File: src/hdl/tvp_pkg.sv
// Package for the trapezoid velocity profile planner.
// Shared widths, constants, the front-to-back item record and the result record. No dependencies.
package tvp_pkg;

  localparam int unsigned RateBits = 24;
  localparam int unsigned StepBits = 32;
  localparam int unsigned FactBits = 17;
  localparam int unsigned DeltaBits = 32;
  localparam int unsigned TicksBits = 16;
  localparam int unsigned AccBits = 56;   // delta * ticks * 60 < 2^54
  localparam int unsigned AccHalf = AccBits / 2;
  localparam int unsigned SqBits = 2 * RateBits;
  localparam int unsigned NumBits = 112;  // dividend width
  localparam int unsigned DivBits = 59;   // 4 * accel
  localparam logic [FactBits-1:0] OneQ16 = FactBits'(65536);
  localparam logic [TicksBits-1:0] TicksReset = TicksBits'(1000);
  localparam logic [63:0] DistCap = 64'h0000_0100_0000_0000;

  typedef struct packed {
    logic [RateBits-1:0] rate;
    logic [FactBits-1:0] entry;
    logic [FactBits-1:0] exit_f;
    logic [DeltaBits-1:0] delta;
    logic [StepBits-1:0] total;
    logic [StepBits-1:0] remain;
    logic [TicksBits-1:0] ticks;
  } item_t;

  typedef struct packed {
    logic [RateBits-1:0] ri;
    logic [RateBits-1:0] rf;
    logic [StepBits-1:0] acc_end;
    logic [StepBits-1:0] dec_start;
    logic err;
  } res_t;

endpackage

File: src/hdl/tvp_front.sv
// Front part: accepts input beats and queues items in a two-entry queue.
// Depends on tvp_pkg.
module tvp_front import tvp_pkg::*; (
  input  logic         clk_i,
  input  logic         rst_ni,
  input  logic         push,
  output logic         full,
  input  item_t        item_i,
  output logic         valid_o,
  input  logic         take_i,
  output item_t        item_o
);
  item_t     mem_q [2];
  logic      wp_q, rp_q;
  logic [1:0] cnt_q;
  logic      wr, rd;

  assign full    = (cnt_q == 2'd2);
  assign valid_o = (cnt_q != 2'd0);
  assign wr      = push && !full;
  assign rd      = take_i && valid_o;
  assign item_o  = mem_q[rp_q];

  always_ff @(posedge clk_i) begin
    if (wr) mem_q[wp_q] <= item_i;
  end

  always_ff @(posedge clk_i or negedge rst_ni) begin
    if (!rst_ni) begin
      wp_q <= 1'b0; rp_q <= 1'b0; cnt_q <= 2'd0;
    end else begin
      if (wr) wp_q <= !wp_q;
      if (rd) rp_q <= !rp_q;
      cnt_q <= cnt_q + 2'(wr) - 2'(rd);
    end
  end
endmodule

File: config.mk
export PLATFORM = sky130hd
export DESIGN_NAME = tvp_front
export DESIGN_NICKNAME = d
export VERILOG_FILES = /design/src/hdl/tvp_pkg.sv /design/src/hdl/tvp_front.sv
export SDC_FILE = /design/constraint.sdc
export NUM_CORES = 1
export LEC_CHECK = 0
export ABC_AREA = 1
export BUFFER_PORTS_ARGS = -buffer_cell sky130_fd_sc_hd__buf_2
export CAP_MARGIN = 0
export CELL_PAD_IN_SITES_DETAIL_PLACEMENT = 2
export CELL_PAD_IN_SITES_GLOBAL_PLACEMENT = 2
export CORE_MARGIN = 4
export CORE_UTILIZATION = 37
export CTS_CLUSTER_SIZE = 25
export DETAILED_ROUTE_END_ITERATION = 10
export PLACE_DENSITY_LB_ADDON = 0.1
export SLEW_MARGIN = 20
export SYNTH_ARGS = -nofsm -noshare
export SYNTH_HDL_FRONTEND = slang
export SYNTH_SLANG_ARGS = --single-unit
File: constraint.sdc
create_clock -name clk_i -period 12.6 [get_ports clk_i]
set_input_delay 2.52 -clock clk_i [delete_from_list [all_inputs] [get_ports clk_i]]
set_output_delay 2.52 -clock clk_i [all_outputs]
set_load 0.01 [all_outputs]
# Word-level counts from Yosys, hierarchy flattened
# Memory sizes are Yosys's and may differ from the RTL's.
# Index checks and enable logic that the tools add are counted.
# word_totals
register_bits	4
ram_bits	340
in_bits	174
elab_cells	15
mem_count	1
# op_classes
addsub	2
eq_ne	1
n_mux	2
n_reduce_logical	6
# memory_table
name	words	word_bits	rd	rd_ports_with_merged_regs	write_ports	line_no	source
mem_q	2	170	1	0	1	tvp_front.sv:13	item_t mem_q [2];
# ops
cell	n
$logic_not A1 Y1	3
$add A2 B1 Y2	1
$eq A2 B2 Y1 const B	1
$logic_and A1 B1 Y1	2
$mux W1	2
$reduce_bool A2 Y1	1
$sub A2 B1 Y2	1

# Logic depth before layout (Yosys ltp)
# logic_depth
word_depth	5
mapped_depth	10
mapped_depth_nobuf	10

# Worst setup path before layout
# No wires, ideal clock.
# synth_timing
path_type	input to register
start	in push
end	mem mem_q[1][0] (netlist name), enable pin
setup_time_ns	0.702
arrival_time_ns	9.656
required_ns	11.898
slack_ns	2.242
cell_stages	2
path_buffers	0
cell_sequence	nand2_1 -> nor2_1
# synth_via
elab_chain_cells	3
# synth_lines
element	line_no	source
start, declared	tvp_front.sv:6	input logic push,
$logic_and A1 B1 Y1	tvp_front.sv:20	assign wr = push && !full;
$mux W1	tvp_front.sv:25	if (wr) mem_q[wp_q] <= item_i;
$mux W1 (implied by the code)	tvp_front.sv:25	
end, declared	tvp_front.sv:13	
# No other way between the ends.

==> results.cfg <==
[status]
status = finished, final reports clean

[drt]
wire_per_inst_um = 20.1
drt-vias-per-instance = 4.68
drcViolationCount = 0
drt-pass1-iter-count = 4
drt_iter0_markers = 304
vias = 8242
detail_route.wirelength_um = 35500
detail-route-antenna-nets = 0

[pwr]
leakagePower_nw = 6.84
power.ir.vdd_worst_mv = 0.174
power-per-cell-area_nw_per_um2 = 245

[critical_path]
crit_slowest_cell = sky130_fd_sc_hd__buf_4
path_class = flop to output port
worst-path-max-fanout = 113
timing.critical_path.mode_cell = sky130_fd_sc_hd__nand2_1
cpLargestDelayFamily = buffers and inverters
arrival_ns = 3.04
timing.critical_path.required_ns = 10.08
cp_slowest_stage_delay_ns = 0.73
cp-start-kind = flop
cp_num_buf_inv = 3
timing.reg2reg.setup_slack_ns = 9.77
cp-end-kind = output port
path_cells = inv_6 > buf_4 > nand2_1 > nand2_1 > buf_2

[clock_tree]
clock_tree_from_tritoncts = built
worst_skew_pair.late_latency_ns = 0.51
number_of_levels_the_h_tree_was_split_into = 2
number_of_clock_buffers_inserted_by_tritoncts = 38
cts_setup_buffers = 0
post_cts_gate_resize_count = 0
cts_sinks = 344
cts_stage_hold_buffer_count = 0
root_buffer = sky130_fd_sc_hd__clkbuf_16
cts.reportedPaths.clkPinSlew_ns = 0.05
max_root_sink_buffers = 3

[yosys]
syn_area_um2 = 12700
synth-simple-area-share = 0.160
ys_seq_area_frac = 0.814
synth_nets = 1096
post-synth-top-area-cell = sky130_fd_sc_hd__edfxtp_1
yosys_register_bits = 344
yosys.area_share.adder = 0.00198
yosys_warnings = 0
muxShareOfSynthArea = 0
ys_top_cells_by_area = sky130_fd_sc_hd__edfxtp_1 (81%), sky130_fd_sc_hd__nand2_1 (15%), sky130_fd_sc_hd__nand2_2 (0.99%), sky130_fd_sc_hd__buf_2 (0.91%), sky130_fd_sc_hd__buf_6 (0.89%)
synthesized_area_per_cell_um2 = 13.8
post_synth_num_cell_types = 13
syn_inst = 920
synthesized_area_fraction_occupied_by_ao_oa_aoi_and_oai_cells = 0
synth_top_area_share = 0.806
synth-xor-area-share = 0
combinational_family_with_the_most_area_after_synthesis = simple AND/OR/NAND/NOR gates

[sta]
report.final.setup_viol = 0
worst_clock_skew_ns = 0.00852
slew-limit-headroom = 0.320
tightest_slew_ns = 1.02
tns_ns = 0
min_period_over_period = 0.441
timing.final.hold_violations = 0
max_freq_mhz = 180
final-max-slew-violation-count = 0
grt_setup_unrepaired = false
final.min_clock_period_ns = 5.56

[min_path]
hold_path.class = flop to flop

[final_layout]
fin_nets = 1450
synthToLayoutAreaGrowth_pct = 26.3
postLayoutCoreUtil = 0.476
drive_above_1_share = 0.327
nFillCells = 3371

[grt]
gr-total-overflow = 0
largest_net_degree_at_the_start_of_global_routing = 114
initial_antenna_violation_count = 18
grt_pass1_vias = 9133
track_usage = 0.184
grt_pass1_wl_um = 52000

[place]
gp_routability_congestion = 0.705
buffer_ports.inserted = 345
detailed_place_hpwl_um = 23600

[floorplan]
row_count = 67
initial_core_util = 0.377
fp.dieH_um = 193
design.core.area_um2 = 33600
die_w_um = 193
io_pins = 346
die-area_um2 = 37200

[job]
max-cap-violations = 0
-- area by class of cell --
class	count	area, um^2	share of cell area
antenna	10	25.0	0.00157
clock buffer	54	1080	0.0679
clock inverter	15	118	0.00736
inverter	10	47.5	0.00297
multi-input combinational	529	2060	0.129
sequential	344	10300	0.645
tap	448	561	0.0351
timing repair buffer	351	1770	0.111
-- per-layer routing --
metal,track usage,vias up,part of all wire
met1,0.198,4089,0.36
met5,0,-,0.0047
met2,0.337,236,0.52
li1,-,3832,-
met3,0.0762,63,0.093
met4,0.0466,22,0.018
-- path summary, 6_finish.rpt --
check | from | end | cells past startpoint
setup / recovery | rp_q$_DFFE_PN0P_ | item_o[145] | 5
hold / removal | cnt_q[0]$_DFF_PN0_ | cnt_q[0]$_DFF_PN0_ | 1
setup reg to reg | cnt_q[1]$_DFF_PN0_ | mem_q[0][104]$_DFFE_PP_ | 4
hold reg to reg | cnt_q[0]$_DFF_PN0_ | cnt_q[0]$_DFF_PN0_ | 1
max in group asynchronous | rst_ni | rp_q$_DFFE_PN0P_ | 1
min in group asynchronous | rst_ni | wp_q$_DFFE_PN0N_ | 1
-- through the flow --
stage          area [um^2]  cells  power (mW)  hold WS (ns)  setup slack [ns]
2_1_floorplan        12700    920        2.40         0.442              2.24
3_3_place_gp         14800   1682        2.87         0.459              7.41
3_5_place_dp         14800   1682        2.92         0.499              7.41
4_1_cts              16000   1751        4.01         0.513              6.83
5_1_grt              16000   1755        4.18         0.527              6.76
6_report             16000   1761        3.92         0.506              7.04
-- cells by family (layout without fill, tap and decap cells) --
group,Yosys count,after routing
other,0,10
buffers and inverters,47,430
and+or+nand+nor,527,527
adders and majority gates,2,2
DFF,344,344
-- power by group --
part           switching [mW]  total, mW  internal (mW)
clock network           0.428       1.07          0.640
registers              0.0801       1.65           1.57
logic                   0.849       1.21          0.356
total                    1.36       3.92           2.56
-- flip-flops by register name, summed over array words and instances, names as in the netlist --
signal	flops
mem_q	340
rp_q	1
cnt_q	2
wp_q	1
-- Yosys cell counts (all sizes together) --
library cell	number
dfrtp	4
nand3	3
inv	10
edfxtp	340
buf	36
nand2	523
nor2	1
ha	2
clkbuf	1
-- cells in the final DEF (no fill, tap or decap), types with 3 or more instances in the layout --
cell type	synthesis	routed
sky130_fd_sc_hd__inv_1	9	8
sky130_fd_sc_hd__clkbuf_1	1	12
sky130_fd_sc_hd__buf_2	23	345
sky130_fd_sc_hd__nand2_2	20	20
sky130_fd_sc_hd__diode_2	0	10
sky130_fd_sc_hd__edfxtp_1	340	340
sky130_fd_sc_hd__dfrtp_1	4	3
sky130_fd_sc_hd__clkinv_1	0	6
sky130_fd_sc_hd__nand3_1	3	3
sky130_fd_sc_hd__nand2_1	503	503
sky130_fd_sc_hd__clkinv_2	0	7
sky130_fd_sc_hd__clkbuf_16	0	41
sky130_fd_sc_hd__buf_4	3	6
No activity file was read; power rests on OpenSTA's default activity.
